**config.mk**
```make
export PLATFORM = sky130hd
export DESIGN_NAME = two_button_gesture_decoder
export DESIGN_NICKNAME = d
export VERILOG_FILES = /design/src/hdl/tbgd_pkg.sv /design/src/hdl/two_button_gesture_decoder.sv
export SDC_FILE = /design/constraint.sdc
export NUM_CORES = 1
export LEC_CHECK = 0
export BUFFER_PORTS_ARGS = -buffer_cell sky130_fd_sc_hd__buf_4
export CAP_MARGIN = 25
export CORE_MARGIN = 3
export CORE_UTILIZATION = 45
export DETAILED_ROUTE_END_ITERATION = 7
export PLACE_DENSITY_LB_ADDON = 0.12
export SLEW_MARGIN = 20
export SYNTH_ARGS = -nofsm -noshare
export SYNTH_HDL_FRONTEND = slang
export SYNTH_SLANG_ARGS = --single-unit
```
**constraint.sdc**
```tcl
create_clock -name clk -period 5.6 [get_ports clk]
set_input_delay 0.56 -clock clk [delete_from_list [all_inputs] [get_ports clk]]
set_output_delay 0.56 -clock clk [all_outputs]
set_load 0.03 [all_outputs]
```
**src/hdl/tbgd_pkg.sv**
```systemverilog
// ---------------------------------------------------------------------------
// tbgd_pkg
// Types, register indexes, event codes and helpers of the gesture decoder.
// ---------------------------------------------------------------------------
package tbgd_pkg;

	localparam int TMR_W     = 16;
	localparam int CFG_W     = 16;
	localparam int CFG_IDX_W = 3;
	localparam int TAP_W     = 3;

	localparam logic [CFG_IDX_W-1:0] REG_CHORD_HOLD = 3'd0;
	localparam logic [CFG_IDX_W-1:0] REG_A_REPEAT   = 3'd1;
	localparam logic [CFG_IDX_W-1:0] REG_B_REPEAT   = 3'd2;
	localparam logic [CFG_IDX_W-1:0] REG_TAP_WINDOW = 3'd3;
	localparam logic [CFG_IDX_W-1:0] REG_HOLD       = 3'd4;

	localparam logic [CFG_W-1:0] RST_CHORD_HOLD = 16'd400;
	localparam logic [CFG_W-1:0] RST_A_REPEAT   = 16'd300;
	localparam logic [CFG_W-1:0] RST_B_REPEAT   = 16'd600;
	localparam logic [CFG_W-1:0] RST_TAP_WINDOW = 16'd350;
	localparam logic [CFG_W-1:0] RST_HOLD       = 16'd500;

	localparam logic [1:0] BEV_NONE     = 2'd0;
	localparam logic [1:0] BEV_PRESS    = 2'd1;
	localparam logic [1:0] BEV_HOLD     = 2'd2;
	localparam logic [1:0] BEV_HOLD_ALT = 2'd3;

	localparam logic [2:0] AEV_NONE        = 3'd0;
	localparam logic [2:0] AEV_SINGLE      = 3'd1;
	localparam logic [2:0] AEV_TRIPLE      = 3'd2;
	localparam logic [2:0] AEV_QUAD        = 3'd3;
	localparam logic [2:0] AEV_HOLD        = 3'd4;
	localparam logic [2:0] AEV_HOLD_ALT    = 3'd5;
	localparam logic [2:0] AEV_HOLD_REPEAT = 3'd6;

	localparam logic [TAP_W-1:0] TAP_ONE   = 3'd1;
	localparam logic [TAP_W-1:0] TAP_TWO   = 3'd2;
	localparam logic [TAP_W-1:0] TAP_THREE = 3'd3;
	localparam logic [TAP_W-1:0] TAP_MAX   = 3'd4;

	typedef struct packed {
		logic a_down;
		logic b_down;
	} tbgd_in_t;

	typedef struct packed {
		logic       chord_event;
		logic [1:0] b_event;
		logic [2:0] a_event;
	} tbgd_out_t;

	function automatic logic [TMR_W-1:0] sat_inc(input logic [TMR_W-1:0] v);
		return (&v) ? v : v + TMR_W'(1);
	endfunction

	function automatic logic [TAP_W-1:0] tap_inc(input logic [TAP_W-1:0] t);
		return (t >= TAP_MAX) ? TAP_MAX : t + TAP_W'(1);
	endfunction

endpackage

```
**src/hdl/two_button_gesture_decoder.sv**
```systemverilog
// ---------------------------------------------------------------------------
// two_button_gesture_decoder
// Per-tick decoder of two button levels into chord, B and A gesture events.
// ---------------------------------------------------------------------------
//  channel | handshake              | payload
//  in      | in_valid / in_ready    | in_data  (a_down, b_down)
//  out     | out_valid / out_ready  | out_data (chord_event, b_event, a_event)
//  cfg     | cfg_valid / cfg_ready  | cfg_index, cfg_data
//
//  One sample per cycle unless stalled; stages: input register, result register.
//  All gesture state updates in one pass between the input and result registers.
//  out_ready low stalls the result register; one more request is held in the
//  input register, then in_ready drops. cfg_ready is always high. arst_n loads
//  the default register values, presets release timers to ones, clears the rest.
// ---------------------------------------------------------------------------
module two_button_gesture_decoder
	import tbgd_pkg::*;
(
	input  logic                 clk,
	input  logic                 arst_n,
	input  logic                 in_valid,
	output logic                 in_ready,
	input  tbgd_in_t             in_data,
	output logic                 out_valid,
	input  logic                 out_ready,
	output tbgd_out_t            out_data,
	input  logic                 cfg_valid,
	output logic                 cfg_ready,
	input  logic [CFG_IDX_W-1:0] cfg_index,
	input  logic [CFG_W-1:0]     cfg_data
);

	logic [CFG_W-1:0] chord_cfg_q, a_rep_cfg_q, b_rep_cfg_q, tap_win_cfg_q, hold_cfg_q;

	tbgd_in_t  in_s1;
	logic      in_valid_s1;
	tbgd_out_t out_q;
	logic      out_valid_q;

	logic             a_prev_q, b_prev_q, a_seen_q, b_seen_q;
	logic             chord_fired_q, a_held_q, b_held_q, a_alt_q, b_alt_q, a_pend_q;
	logic [TMR_W-1:0] a_press_q, b_press_q, chord_tmr_q;
	logic [TMR_W-1:0] a_srep_q, b_srep_q, a_srel_q, b_srel_q;
	logic [TAP_W-1:0] a_taps_q, b_taps_q;

	logic             n_a_seen, n_b_seen, n_cf, n_a_held, n_b_held;
	logic             n_a_alt, n_b_alt, n_a_pend;
	logic [TMR_W-1:0] n_a_press, n_b_press, n_ct, n_a_srep, n_b_srep, n_a_srel, n_b_srel;
	logic [TAP_W-1:0] n_a_taps, n_b_taps;
	tbgd_out_t        res;
	logic             advance;

	assign advance   = in_valid_s1 && (!out_valid_q || out_ready);
	assign in_ready  = !in_valid_s1 || advance;
	assign out_valid = out_valid_q;
	assign out_data  = out_q;
	assign cfg_ready = 1'b1;

	always_comb begin
		logic a, b, a_rise, a_fall, b_rise, b_fall, both, either, prev_both;
		logic a_hold, b_hold;
		a         = in_s1.a_down;
		b         = in_s1.b_down;
		a_rise    = a && !a_prev_q;
		a_fall    = !a && a_prev_q;
		b_rise    = b && !b_prev_q;
		b_fall    = !b && b_prev_q;
		both      = a && b;
		either    = a || b;
		prev_both = a_prev_q && b_prev_q;

		n_a_press = sat_inc(a_press_q);
		n_b_press = sat_inc(b_press_q);
		n_ct      = sat_inc(chord_tmr_q);
		n_a_srep  = sat_inc(a_srep_q);
		n_b_srep  = sat_inc(b_srep_q);
		n_a_srel  = sat_inc(a_srel_q);
		n_b_srel  = sat_inc(b_srel_q);
		n_a_seen  = a_seen_q;
		n_b_seen  = b_seen_q;

		if (a_rise) begin
			n_a_press = '0;
			n_a_seen  = 1'b0;
		end
		a_hold = a && !n_a_seen && (n_a_press >= hold_cfg_q);
		if (a_hold) begin
			n_a_seen = 1'b1;
		end
		if (b_rise) begin
			n_b_press = '0;
			n_b_seen  = 1'b0;
		end
		b_hold = b && !n_b_seen && (n_b_press >= hold_cfg_q);
		if (b_hold) begin
			n_b_seen = 1'b1;
		end

		if (!both || !prev_both) begin
			n_ct = '0;
		end
		n_cf     = chord_fired_q;
		n_a_held = a_held_q;
		n_b_held = b_held_q;
		if (!either) begin
			if (n_cf) begin
				n_a_held = 1'b0;
				n_b_held = 1'b0;
			end
			n_cf = 1'b0;
		end

		n_a_taps = a_taps_q;
		n_b_taps = b_taps_q;
		n_a_alt  = a_alt_q;
		n_b_alt  = b_alt_q;
		n_a_pend = a_pend_q;
		res      = '0;

		if (both && !n_cf && (n_ct >= chord_cfg_q)) begin
			n_cf            = 1'b1;
			n_a_held        = 1'b1;
			n_b_held        = 1'b1;
			n_a_srep        = '0;
			n_a_pend        = 1'b0;
			n_a_taps        = '0;
			n_b_taps        = '0;
			res.chord_event = 1'b1;
		end else if (!n_cf && !both) begin
			// button B
			if (b_rise) begin
				n_b_taps = (!n_b_held && (n_b_srel <= tap_win_cfg_q)) ? tap_inc(n_b_taps) : TAP_ONE;
			end
			if (b_hold) begin
				n_b_alt     = n_b_taps >= TAP_TWO;
				n_b_taps    = '0;
				res.b_event = n_b_alt ? BEV_HOLD_ALT : BEV_HOLD;
				n_b_held    = 1'b1;
				n_b_srep    = '0;
			end
			if (n_b_held && b && (n_b_srep >= b_rep_cfg_q)) begin
				if (!n_b_alt) begin
					res.b_event = BEV_HOLD;
				end
				n_b_srep = '0;
			end
			if (b_fall) begin
				n_b_srel = '0;
				if (!n_b_held) begin
					res.b_event = BEV_PRESS;
				end
				n_b_held = 1'b0;
			end

			// button A
			if (a_rise) begin
				n_a_taps = (!n_a_held && (n_a_srel <= tap_win_cfg_q)) ? tap_inc(n_a_taps) : TAP_ONE;
			end
			if (a_hold) begin
				n_a_pend    = 1'b0;
				n_a_alt     = n_a_taps >= TAP_TWO;
				n_a_taps    = '0;
				res.a_event = n_a_alt ? AEV_HOLD_ALT : AEV_HOLD;
				n_a_held    = 1'b1;
				n_a_srep    = '0;
			end
			if (n_a_held && a && (n_a_srep >= a_rep_cfg_q)) begin
				res.a_event = n_a_alt ? AEV_HOLD_ALT : AEV_HOLD_REPEAT;
				n_a_srep    = '0;
			end
			if (a_fall) begin
				n_a_srel = '0;
				if (!n_a_held) begin
					n_a_pend = 1'b1;
				end
				n_a_held = 1'b0;
			end
			if (n_a_pend && !a && (n_a_srel > tap_win_cfg_q)) begin
				if (n_a_taps >= TAP_MAX) begin
					res.a_event = AEV_QUAD;
				end else if (n_a_taps == TAP_THREE) begin
					res.a_event = AEV_TRIPLE;
				end else begin
					res.a_event = AEV_SINGLE;
				end
				n_a_pend = 1'b0;
				n_a_taps = '0;
			end
		end
	end

	always_ff @(posedge clk or negedge arst_n) begin
		if (!arst_n) begin
			chord_cfg_q   <= RST_CHORD_HOLD;
			a_rep_cfg_q   <= RST_A_REPEAT;
			b_rep_cfg_q   <= RST_B_REPEAT;
			tap_win_cfg_q <= RST_TAP_WINDOW;
			hold_cfg_q    <= RST_HOLD;
		end else if (cfg_valid) begin
			unique case (cfg_index)
				REG_CHORD_HOLD: chord_cfg_q   <= cfg_data;
				REG_A_REPEAT:   a_rep_cfg_q   <= cfg_data;
				REG_B_REPEAT:   b_rep_cfg_q   <= cfg_data;
				REG_TAP_WINDOW: tap_win_cfg_q <= cfg_data;
				REG_HOLD:       hold_cfg_q    <= cfg_data;
				default: ;
			endcase
		end
	end

	always_ff @(posedge clk or negedge arst_n) begin
		if (!arst_n) begin
			in_valid_s1 <= 1'b0;
		end else if (in_ready) begin
			in_valid_s1 <= in_valid;
		end
	end

	always_ff @(posedge clk) begin
		if (in_valid && in_ready) begin
			in_s1 <= in_data;
		end
	end

	always_ff @(posedge clk or negedge arst_n) begin
		if (!arst_n) begin
			out_valid_q <= 1'b0;
		end else if (advance) begin
			out_valid_q <= 1'b1;
		end else if (out_ready) begin
			out_valid_q <= 1'b0;
		end
	end

	always_ff @(posedge clk) begin
		if (advance) begin
			out_q <= res;
		end
	end

	always_ff @(posedge clk or negedge arst_n) begin
		if (!arst_n) begin
			a_prev_q      <= 1'b0;
			b_prev_q      <= 1'b0;
			a_seen_q      <= 1'b0;
			b_seen_q      <= 1'b0;
			chord_fired_q <= 1'b0;
			a_held_q      <= 1'b0;
			b_held_q      <= 1'b0;
			a_alt_q       <= 1'b0;
			b_alt_q       <= 1'b0;
			a_pend_q      <= 1'b0;
			a_press_q     <= '0;
			b_press_q     <= '0;
			chord_tmr_q   <= '0;
			a_srep_q      <= '0;
			b_srep_q      <= '0;
			a_srel_q      <= '1;
			b_srel_q      <= '1;
			a_taps_q      <= '0;
			b_taps_q      <= '0;
		end else if (advance) begin
			a_prev_q      <= in_s1.a_down;
			b_prev_q      <= in_s1.b_down;
			a_seen_q      <= n_a_seen;
			b_seen_q      <= n_b_seen;
			chord_fired_q <= n_cf;
			a_held_q      <= n_a_held;
			b_held_q      <= n_b_held;
			a_alt_q       <= n_a_alt;
			b_alt_q       <= n_b_alt;
			a_pend_q      <= n_a_pend;
			a_press_q     <= n_a_press;
			b_press_q     <= n_b_press;
			chord_tmr_q   <= n_ct;
			a_srep_q      <= n_a_srep;
			b_srep_q      <= n_b_srep;
			a_srel_q      <= n_a_srel;
			b_srel_q      <= n_b_srel;
			a_taps_q      <= n_a_taps;
			b_taps_q      <= n_b_taps;
		end
	end

endmodule

```
==> reports/results.tsv, run 1 <==
metric	value	unit
power_density	335.7	nW/µm²
cp_max_fo	10	
cp_top_family	compound AO/OA/AOI/OAI gates	
clkPwrFrac	33.9	%
fin_tns_setup	0	ps
wirelength	40300	µm
drt-met1-wl	18810	µm
skew	18.37	ps
vias	12556	
ir_drop	0.0002463	V
maxSlewHeadroom	43.78	%
antenna_cells	0	
drtIter0Drc	772	
p_seq_share	37.2	%
root_buffer	clkbuf_16	
area_growth	12.76	%
worst_path_largest_cell_delay	420	ps
synth_cells	1744	
r2r_slack	470	ps
rsz0062_at_grt	no	
synth_area	14920	µm²
synth_cell_types	84	
drc	0	
synth_edf_count	8	
track_usage	22.90	%
synth_fp_nets	1909	
p_sw	0.001906	W
die_y	188.1	µm
startpoint_type	flip-flop	
setup_violations	0	
dr.max_layer_used	met4	
comb_power_share	28.9	%
cp.arrival	5590	ps
std_cell_rows	66	
clkTransAtPathRegs	60	ps
crit_slowest_cell	dfrtp_1	
maxCapViolations	0	
initial_utilization	45.74	%
antenna_found_initial	1	
crit_buf_inv	2	
r2r_end	a_srep_q[0]$_DFFE_PN0P_	
io_pins	35	
max_freq	0.1951	GHz
ys.flop_type	dfrtp_1	
cp-startpoint	a_press_q[1]$_DFFE_PN0P_	
final_layout_size_suffix_gt1_share	13.18	%
syn_area_per_cell	8.555	µm²
die_w	188.1	µm
fin_crit	5126	ps
gr-total-overflow	0	
via_per_inst	5.623	
leakage	7.641	nW
switching_share	33.75	%
grt_max_degree	118	
die-area	35370	µm²
wl_per_cell	18.05	µm
hold_ws	16.54	ps
outcome	finished, final reports clean	
grt_pass1_wl	66090	µm
ys_ff_latch	218	
dr_wl_met3	1514	µm
cts_tree	done	
dr.pass1.iters	5	
gp_congestion	0.8791	
path_common_cell	nand2_1	
finalHoldViolCount	0	
grt_pass1_vias	12568	
clk_path_buf_depth	3	
timing.rr.start	a_press_q[1]$_DFFE_PN0P_	
antenna_left	0	
yosysWarningCount	0	
io_buffers	33	
finalMaxSlewViolations	0	
htreeDepth	1	
crit_path_end_kind	flip-flop	
cell_internal_pwr	0.003741	W
met2WireLength	19180	µm
clock-sinks	218	
worst_pin_slew	842.0	ps
ys_seq_area_share	37.29	%
clk-insertion-delay-late	560	ps
coreArea	32620	µm²
synthArstFlopShare	96.33	%
timing_worst_setup_path_type	reg2reg	
dp_hpwl	28790	µm
reg2reg_depth	25	
cts_buffers	27	
hold_class	in2async	
required	6060	ps
finalCritPeriodShare	91.53	%
nets	1935	
-- kinds of logic (layout without fill, tap and decap cells) --
kind of cell / after synthesis / after routing / share of synthesized area, %
buffers and inverters: 186 / 233 / 4.856
AND/OR/NAND/NOR: 669 / 669 / 21.64
adder cells (fa/ha/maj): 139 / 139 / 11.66
XOR/XNOR: 73 / 73 / 4.286
other: 1 / 1 / 0.02514
AO/OA/AOI/OAI: 423 / 423 / 17.67
flip-flops: 218 / 218 / 37.29
multiplexers: 35 / 35 / 2.575
-- power groups by stage --
stage               Combinational [W]  Clock (W)  Sequential (W)
detailed placement            0.00162          0         0.00212
global route                  0.00188    0.00202         0.00214
CTS                           0.00163    0.00196         0.00210
global placement              0.00157          0         0.00211
floorplan                     0.00117          0         0.00207
finish                        0.00163    0.00191         0.00210
-- what timing repair did --
| item | 4_1_cts | 5_1_grt |
|---|---|---|
| setup buffers | 0 | 3 |
| gates resized for setup | 0 | 12 |
| setup endpoints to repair | 0 | 34 |
| hold buffers | 0 | 0 |
-- cells in the final DEF (no fill, tap or decap), drive strengths merged, types with 8 or more instances in the layout --
cell	Yosys	routed
nand2	252	252
nand3	66	66
dfstp	55	55
and2	19	19
nand2b	24	24
dfrtp	155	155
a21o	25	25
nor2	139	139
buf	16	73
ha	139	139
mux2i	8	8
o21ai	161	161
a31oi	36	36
xnor2	45	45
nor3	31	31
edfxtp	8	8
and3	24	24
and4	8	8
a21oi	83	83
xor2	28	28
inv	109	111
o31ai	18	18
clkbuf	60	40
nor4	12	12
nor2b	14	14
mux2	27	27
o22ai	9	9
nand4	46	46
o211ai	9	9
o21a	9	9
a22o	28	28
-- per-stage QoR --
stage | std cells | util (%) | worst slack, ps | power [W] | area, µm²
after floorplan | 1744 | - | 43.46 | 0.003240 | 14920
after global routing | 2233 | 51.57 | 8.222 | 0.006040 | 16820
after global placement | 2178 | 48.25 | 216.6 | 0.003678 | 15740
after detailed placement | 2180 | 48.32 | 183.8 | 0.003738 | 15760
final | 2233 | 51.57 | 474.3 | 0.005647 | 16820
after CTS | 2230 | 51.33 | 179.4 | 0.005684 | 16740
-- layout make-up --
class / instances / area, µm²
fill: 3044 / 15800
multi-input combinational: 1340 / 8731
sequential: 218 / 5564
clock buffer: 40 / 824.5
timing repair buffer: 73 / 579.3
tap: 442 / 553.0
inverter: 110 / 412.9
clock inverter: 10 / 157.7
-- Yosys cell counts, drive strengths merged, types with 45 or more instances --
library cell | n | area (µm²)
clkbuf | 60 | 225.2
nand3 | 66 | 330.3
inv | 109 | 409.1
dfstp | 55 | 1445
nand4 | 46 | 294.0
o21ai | 161 | 805.8
xnor2 | 45 | 394.1
a21oi | 83 | 415.4
nor2 | 139 | 531.8
dfrtp | 155 | 3879
ha | 139 | 1739
nand2 | 252 | 945.9
-- worst reg2reg max path, cell delays in order (launching register included) --
cell and delay [ps]:
dfrtp_1 420, ha_2 260, nand2_1 70, nor4_2 320, nand3_1 190, buf_4 210, nand2_1 80, xor2_1 190
nor2_1 70, ha_1 290, a21o_1 180, a31oi_1 150, o21ai_0 150, a2bb2oi_2 230, nand2_1 160, o21ba_2 260
ha_1 230, a21o_1 180, a21oi_1 130, o21ai_0 130, a221oi_2 260, o21ai_1 140, a31oi_2 230, buf_4 220
a31oi_1 120, o22ai_1 180
-- worst max path at each step --
stage,cells after the start,endpoint,slack [ps]
after floorplan,28,a_srep_q[12]$_DFFE_PN0P_,40
after global placement,23,b_srep_q[1]$_DFFE_PN0P_,220
after detailed placement,23,b_srep_q[1]$_DFFE_PN0P_,180
after CTS,23,b_srep_q[1]$_DFFE_PN0P_,180
after global routing,22,b_srep_q[1]$_DFFE_PN0P_,8
final,25,a_srep_q[0]$_DFFE_PN0P_,470
-- per-layer routing --
| metal | vias to the layer above | global-route usage (%) |
|---|---|---|
| met2 | 203 | 39.16 |
| met3 | 51 | 3.253 |
| met1 | 6071 | 31.05 |
| li1 | 6231 | - |
| met4 | 0 | 4.762 |
| met5 | - | 0 |
Note: power is estimated with default switching activity, not from simulation.
==> run 2: changes to the inputs <==
--- a/config.mk
+++ b/config.mk
@@ -10,7 +10,9 @@
 export CORE_MARGIN = 3
 export CORE_UTILIZATION = 45
 export DETAILED_ROUTE_END_ITERATION = 7
+export MAX_ROUTING_LAYER = met4
 export PLACE_DENSITY_LB_ADDON = 0.12
+export REMOVE_ABC_BUFFERS = 1
 export SLEW_MARGIN = 20
 export SYNTH_ARGS = -nofsm -noshare
 export SYNTH_HDL_FRONTEND = slang
==> constraint.sdc (replaced) <==
create_clock -name clk -period 5.6 [get_ports clk]
set_input_delay 1.68 -clock clk [delete_from_list [all_inputs] [get_ports clk]]
set_output_delay 1.68 -clock clk [all_outputs]
set_load 0.03 [all_outputs]
==> run 2 against run 1 <==
Register-to-register slack got worse by 160 ps. Combinational power about the same. Sequential power about the same. Worst setup slack got worse by 160 ps. Flip-flop and latch count unchanged. Maximum frequency fell by 3.1%. Clock skew down 2.9 ps. Non-clock buffer count up 2. Clock power shrank 3%. Critical path type unchanged. Total power is 1.2% lower.
==> reports/results.tsv, run 2 (synthesized netlist as in run 1, its figures left out) <==
metric	value	unit	change
cts_tree	done		
maxCapViolations	0		unchanged
clkTransAtPathRegs	60	ps	about the same
finalCritPeriodShare	94.43	%	+2.9 points
die-area	35370	µm²	unchanged
clk-insertion-delay-late	560	ps	about the same
crit_slowest_cell	nor4_4		
cp_max_fo	18		+8
grt_pass1_wl	65940	µm	-0.23%
io_buffers	33		unchanged
setup_violations	0		unchanged
timing_worst_setup_path_type	reg2reg		
max_freq	0.1891	GHz	-3.1%
final_common_cell	nand2_1		
fin_crit	5288	ps	+162.2 ps
die_y	188.1	µm	unchanged
cp_cell_sequence	ha_1, nand3_1, nor4_4, nand2b_4, nor2b_1, xnor2_1, nor2_1, ha_1, o211ai_1, o31ai_1, nand4_1, a21oi_1, buf_4, nor2_1, ha_1, nand4_1, a2111oi_2, a22o_1, nor2b_1, a31oi_1, buf_4, a21o_1, a22o_1		
clk_path_buf_depth	3		unchanged
dp_hpwl	29030	µm	+0.82%
power_density	332.4	nW/µm²	-0.98%
std_cell_rows	66		unchanged
fin_tns_setup	0	ps	unchanged
initial_utilization	45.74	%	unchanged
grt_pass1_vias	12225		-2.7%
root_buffer	clkbuf_16		
most-common-layout-cells	250 x nand2_1, 158 x o21ai_0, 155 x dfrtp_1		
final_layout_size_suffix_gt1_share	12.60	%	-0.57 points
wirelength	40440	µm	+0.34%
crit_path_end_kind	flip-flop		
gp_congestion	0.8791		unchanged
drc	0		unchanged
setup_slack	312.1	ps	-162.2 ps
leakage	7.650	nW	+0.12%
area_growth	12.51	%	
cts_buffers	27		unchanged
dp.cells	2184		+0.18%
dp_worst_setup_slack	9.269	ps	-174.6 ps
skew	15.48	ps	-2.886 ps
nets	1937		+0.10%
finalHoldViolCount	0		unchanged
track_usage	23.57	%	+0.67 points
maxSlewHeadroom	38.01	%	-5.8 points
post-route-util	51.46	%	-0.11 points
antenna_found_initial	0		-1
drtIter0Drc	891		+15%
startpoint_type	flip-flop		
clock-sinks	218		unchanged
cp.arrival	5740	ps	+150 ps
postCtsSetupBuffers	0		unchanged
hold_class	reg2reg		
wl_per_cell	18.09	µm	+0.25%
ctsHoldBuffers	0		unchanged
worst_path_largest_cell_delay	440	ps	+20 ps
coreArea	32620	µm²	unchanged
gr-total-overflow	0		unchanged
required	6050	ps	about the same
path_common_cell	ha_1		
fin_cells	2235		+0.090%
dr.pass1.iters	5		unchanged
finalMaxSlewViolations	0		unchanged
vias	12686		+1.0%
grt_max_degree	124		+5.1%
outcome	finished, final reports clean		
antenna_cells	0		unchanged
die_w	188.1	µm	unchanged
ir_drop	0.0002655	V	+7.8%
p_total	0.005580	W	-1.2%
worst_pin_slew	925.0	ps	+82.91 ps
via_per_inst	5.676		+0.94%
antenna_left	0		unchanged
htreeDepth	1		unchanged
io_pins	35		unchanged
==> run 2: changes by cell type in the layout (fill, tap and decap cells not counted), sizes merged <==
cell	before	now
bufinv	4	5
clkinv	5	8
buf	73	75
clkbuf	40	36
==> run 2: final timing paths <==
kind | startpoint | end | slack, ps | cells past startpoint
worst min-delay path | chord_tmr_q[9]$_DFFE_PN0P_ | chord_tmr_q[9]$_DFFE_PN0P_ | 490 | 1
worst max-delay path | b_press_q[0]$_DFFE_PN0P_ | b_srep_q[5]$_DFFE_PN0P_ | 310 | 23
max in group asynchronous | arst_n | b_rep_cfg_q[3]$_DFFE_PN1P_ | 3420 | 3
worst max register to register | b_press_q[0]$_DFFE_PN0P_ | b_srep_q[5]$_DFFE_PN0P_ | 310 | 23
min in group asynchronous | arst_n | tap_win_cfg_q[5]$_DFFE_PN0P_ | 1050 | 1
worst min register to register | chord_tmr_q[9]$_DFFE_PN0P_ | chord_tmr_q[9]$_DFFE_PN0P_ | 490 | 1
==> run 2: per-stage QoR <==
step	hold WS [ps]	instance area, µm²
floorplan	449.0	14610
global placement	474.1	15760
detailed placement	482.1	15770
CTS	491.9	16710
global route	512.4	16790
finish	488.5	16790
==> run 2: critical path, delay by kind of cell (launching register included) <==
family / cells / cell delay [ps]
AND/OR/NAND/NOR: 9 / 1730
flip-flops: 1 / 410
adder cells (fa/ha/maj): 3 / 810
buffers and inverters: 2 / 450
XOR/XNOR: 1 / 140
AO/OA/AOI/OAI: 8 / 1640
==> run 2: where the power goes <==
part	internal (W)	total, W	switching [W]
registers	0.00189	0.00210	0.000216
clock network	0.00114	0.00186	0.000720
logic	0.000653	0.00161	0.000958
==> run 2: timing repair <==
item | 4_1_cts | 5_1_grt
gates resized for setup | 1 | 11
setup endpoints to repair | 1 | 34
cloned | 0 | 0
==> run 2: metal layers <==
metal	routed length [µm]	global-route usage, %	vias up
li1	-	-	6260
met1	19400	32.97	6109
met2	18160	36.51	252
met3	1767	2.879	65
met4	1107	6.032	0
met5	0	-	-
==> run 2: area by class of cell <==
cell class	instances	area [µm²]
Clock inverter	14	203.9
Fill cell	3092	15830
Inverter	110	412.9
Sequential cell	218	5564
Tap cell	442	553.0
Clock buffer	36	729.5
Multi-Input combinational cell	1340	8725
Timing Repair Buffer	75	598.1
==> run 3: changes to the inputs <==
--- a/config.mk
+++ b/config.mk
@@ -7,12 +7,15 @@
 export LEC_CHECK = 0
 export BUFFER_PORTS_ARGS = -buffer_cell sky130_fd_sc_hd__buf_4
 export CAP_MARGIN = 25
+export CELL_PAD_IN_SITES_DETAIL_PLACEMENT = 1
+export CELL_PAD_IN_SITES_GLOBAL_PLACEMENT = 1
 export CORE_MARGIN = 3
-export CORE_UTILIZATION = 45
+export CORE_UTILIZATION = 44
 export DETAILED_ROUTE_END_ITERATION = 7
 export MAX_ROUTING_LAYER = met4
 export PLACE_DENSITY_LB_ADDON = 0.12
 export REMOVE_ABC_BUFFERS = 1
+export SKIP_CTS_REPAIR_TIMING = 1
 export SLEW_MARGIN = 20
 export SYNTH_ARGS = -nofsm -noshare
 export SYNTH_HDL_FRONTEND = slang
==> run 3 against run 2 <==
Maximum frequency rose by 1.2%. Total power fell by 1.1%. Final area fell by 0.14%. Die area rose by 2.2%. Sequential share of layout area barely moved. Flip-flop and latch count did not move. Sequential power barely moved. Combinational power rose by 5%. Count of clock-buffer cells in the layout rose by 4. Register-to-register slack improved by 60 ps. Worst setup slack improved by 62 ps.
==> reports/results.tsv, run 3 (synthesized netlist as in run 1, its figures left out) <==
metric	value	unit	change
dr.pass1.iters	5		unchanged
io_buffers	33		unchanged
timing.rr.start	a_press_q[0]$_DFFE_PN0P_		
via_per_inst	5.779		+1.8%
fin_tns_setup	0	ps	unchanged
max_freq	0.1914	GHz	+1.2%
coreArea	32950	µm²	+1.0%
std_cell_rows	66		unchanged
r2r_slack	370	ps	+60 ps
final_common_cell	nand2_1		
cp_max_fo	14		-4
nets	1938		+0.052%
ir_drop	0.0002495	V	-6.0%
grt_max_degree	112		-9.7%
reg2reg_depth	26		+13%
crit_path_end_kind	flip-flop		
finalHoldViolCount	0		unchanged
p_total	0.005518	W	-1.1%
finalMaxSlewViolations	0		unchanged
clock-sinks	218		unchanged
antenna_found_initial	1		+1
most-common-layout-cells	251 x nand2_1, 158 x o21ai_0, 155 x dfrtp_1		
timing_worst_setup_path_type	reg2reg		
drtIter0Drc	683		-23%
cts_tree	done		
clkTransAtPathRegs	60	ps	about the same
root_buffer	clkbuf_16		
die_w	190.1	µm	+1.1%
drc	0		unchanged
area_growth	12.35	%	
power_density	329.2	nW/µm²	-0.97%
crit_slowest_cell	or3_1		
path_common_cell	nand2_1		
setup_violations	0		unchanged
fin_crit	5226	ps	-62.22 ps
cp_top_family	simple AND/OR/NAND/NOR gates		
crit_buf_inv	2		unchanged
skew	14.97	ps	-0.5166 ps
r2r_end	a_srep_q[1]$_DFFE_PN0P_		
finalCritPeriodShare	93.32	%	-1.1 points
min_to	chord_tmr_q[9]$_DFFE_PN0P_		
clkPwrFrac	31.1	%	-2.3 points
htreeDepth	1		unchanged
fin_cells	2237		+0.089%
p_sw	0.001970	W	+4.0%
worst_path_largest_cell_delay	410	ps	-30 ps
comb_power_share	30.7	%	+1.8 points
startpoint_type	flip-flop		
gp_congestion	0.8600		-2.2%
min_from	chord_tmr_q[9]$_DFFE_PN0P_		
wl_per_cell	20.12	µm	+11%
p_seq_share	38.2	%	+0.5 points
cts_buffers	27		unchanged
wirelength	45000	µm	+11%
clk-insertion-delay-late	560	ps	about the same
min_delay_path_depth	1		unchanged
antenna_left	0		unchanged
gr-total-overflow	0		unchanged
cell_internal_pwr	0.003548	W	-3.7%
outcome	finished, final reports clean		
worst_pin_slew	935.2	ps	+10.20 ps
maxSlewHeadroom	37.33	%	-0.68 points
die_y	190.1	µm	+1.1%
hold_class	reg2reg		
grt_pass1_vias	13399		+9.6%
maxCapViolations	0		unchanged
leakage	7.648	nW	about the same
required	6070	ps	+20 ps
die-area	36150	µm²	+2.2%
dp_hpwl	32830	µm	+13%
cp.arrival	5690	ps	-50 ps
switching_share	35.70	%	+1.7 points
vias	12928		+1.9%
clk_path_buf_depth	3		unchanged
grt_pass1_wl	72550	µm	+10%
nFillCells	3867		+25%
initial_utilization	45.28	%	-0.46 points
dp.cells	2184		unchanged
track_usage	25.60	%	+2.0 points
final_layout_size_suffix_gt1_share	13.21	%	+0.61 points
io_pins	35		unchanged
run 3: per-stage QoR:
| step | hold slack (ps) | instance area, µm² | setup WS [ps] | util, % |
|---|---|---|---|---|
| 2_1_floorplan | 449.0 | 14610 | -1051 | - |
| 3_3_place_gp | 468.1 | 15780 | 176.6 | 47.88 |
| 3_5_place_dp | 479.9 | 15790 | -195.6 | 47.91 |
| 4_1_cts | 485.5 | 16640 | -229.4 | 50.51 |
| 5_1_grt | 520.8 | 16760 | -23.75 | 50.87 |
| 6_report | 479.1 | 16760 | 374.3 | 50.87 |
run 3: layer usage:
layer | vias to the layer above | global-route usage [%] | routed length [µm]
li1 | 6250 | - | -
met5 | - | - | 0
met2 | 182 | 42.13 | 21460
met3 | 61 | 2.875 | 1393
met4 | 0 | 6.435 | 1205
met1 | 6435 | 33.97 | 20940
run 3: cell type report:
| class | count | area [µm²] | share of cell area [%] |
|---|---|---|---|
| multi-input combinational | 1340 | 8782 | 52.39 |
| sequential | 218 | 5564 | 33.19 |
| clock buffer | 40 | 764.5 | 4.561 |
| timing repair buffer | 76 | 590.6 | 3.523 |
| tap | 442 | 553.0 | 3.299 |
| inverter | 110 | 412.9 | 2.463 |
| clock inverter | 10 | 92.59 | 0.5524 |
| antenna | 1 | 2.502 | 0.01493 |
run 3: power groups by stage:
stage | Sequential, W | Combinational, W | Clock [W]
2_1_floorplan | 0.00208 | 0.00114 | 0
3_3_place_gp | 0.00211 | 0.00159 | 0
3_5_place_dp | 0.00213 | 0.00167 | 0
4_1_cts | 0.00211 | 0.00168 | 0.00176
5_1_grt | 0.00215 | 0.00193 | 0.00183
6_report | 0.00211 | 0.00169 | 0.00171
run 3: worst max path at each step:
stage	startpoint	endpoint	slack (ps)	cells after the start
after global routing	a_press_q[1]$_DFFE_PN0P_	a_srep_q[8]$_DFFE_PN0P_	-20	27
after detailed placement	b_press_q[0]$_DFFE_PN0P_	b_srep_q[1]$_DFFE_PN0P_	-200	24
after CTS	b_press_q[0]$_DFFE_PN0P_	b_srep_q[1]$_DFFE_PN0P_	-230	24
final	a_press_q[0]$_DFFE_PN0P_	a_srep_q[1]$_DFFE_PN0P_	370	26
after floorplan	out_ready	a_srel_q[0]$_DFFE_PN1P_	-1050	6
after global placement	b_press_q[0]$_DFFE_PN0P_	b_srep_q[1]$_DFFE_PN0P_	180	24
run 3: worst register-to-register path, delay by kind of cell (launching register included):
family,cells,cell delay [ps]
AND/OR/NAND/NOR,11,2020
AO/OA/AOI/OAI,9,1400
adder cells (fa/ha/maj),3,840
buffers and inverters,2,380
flip-flops,1,360
XOR/XNOR,1,130
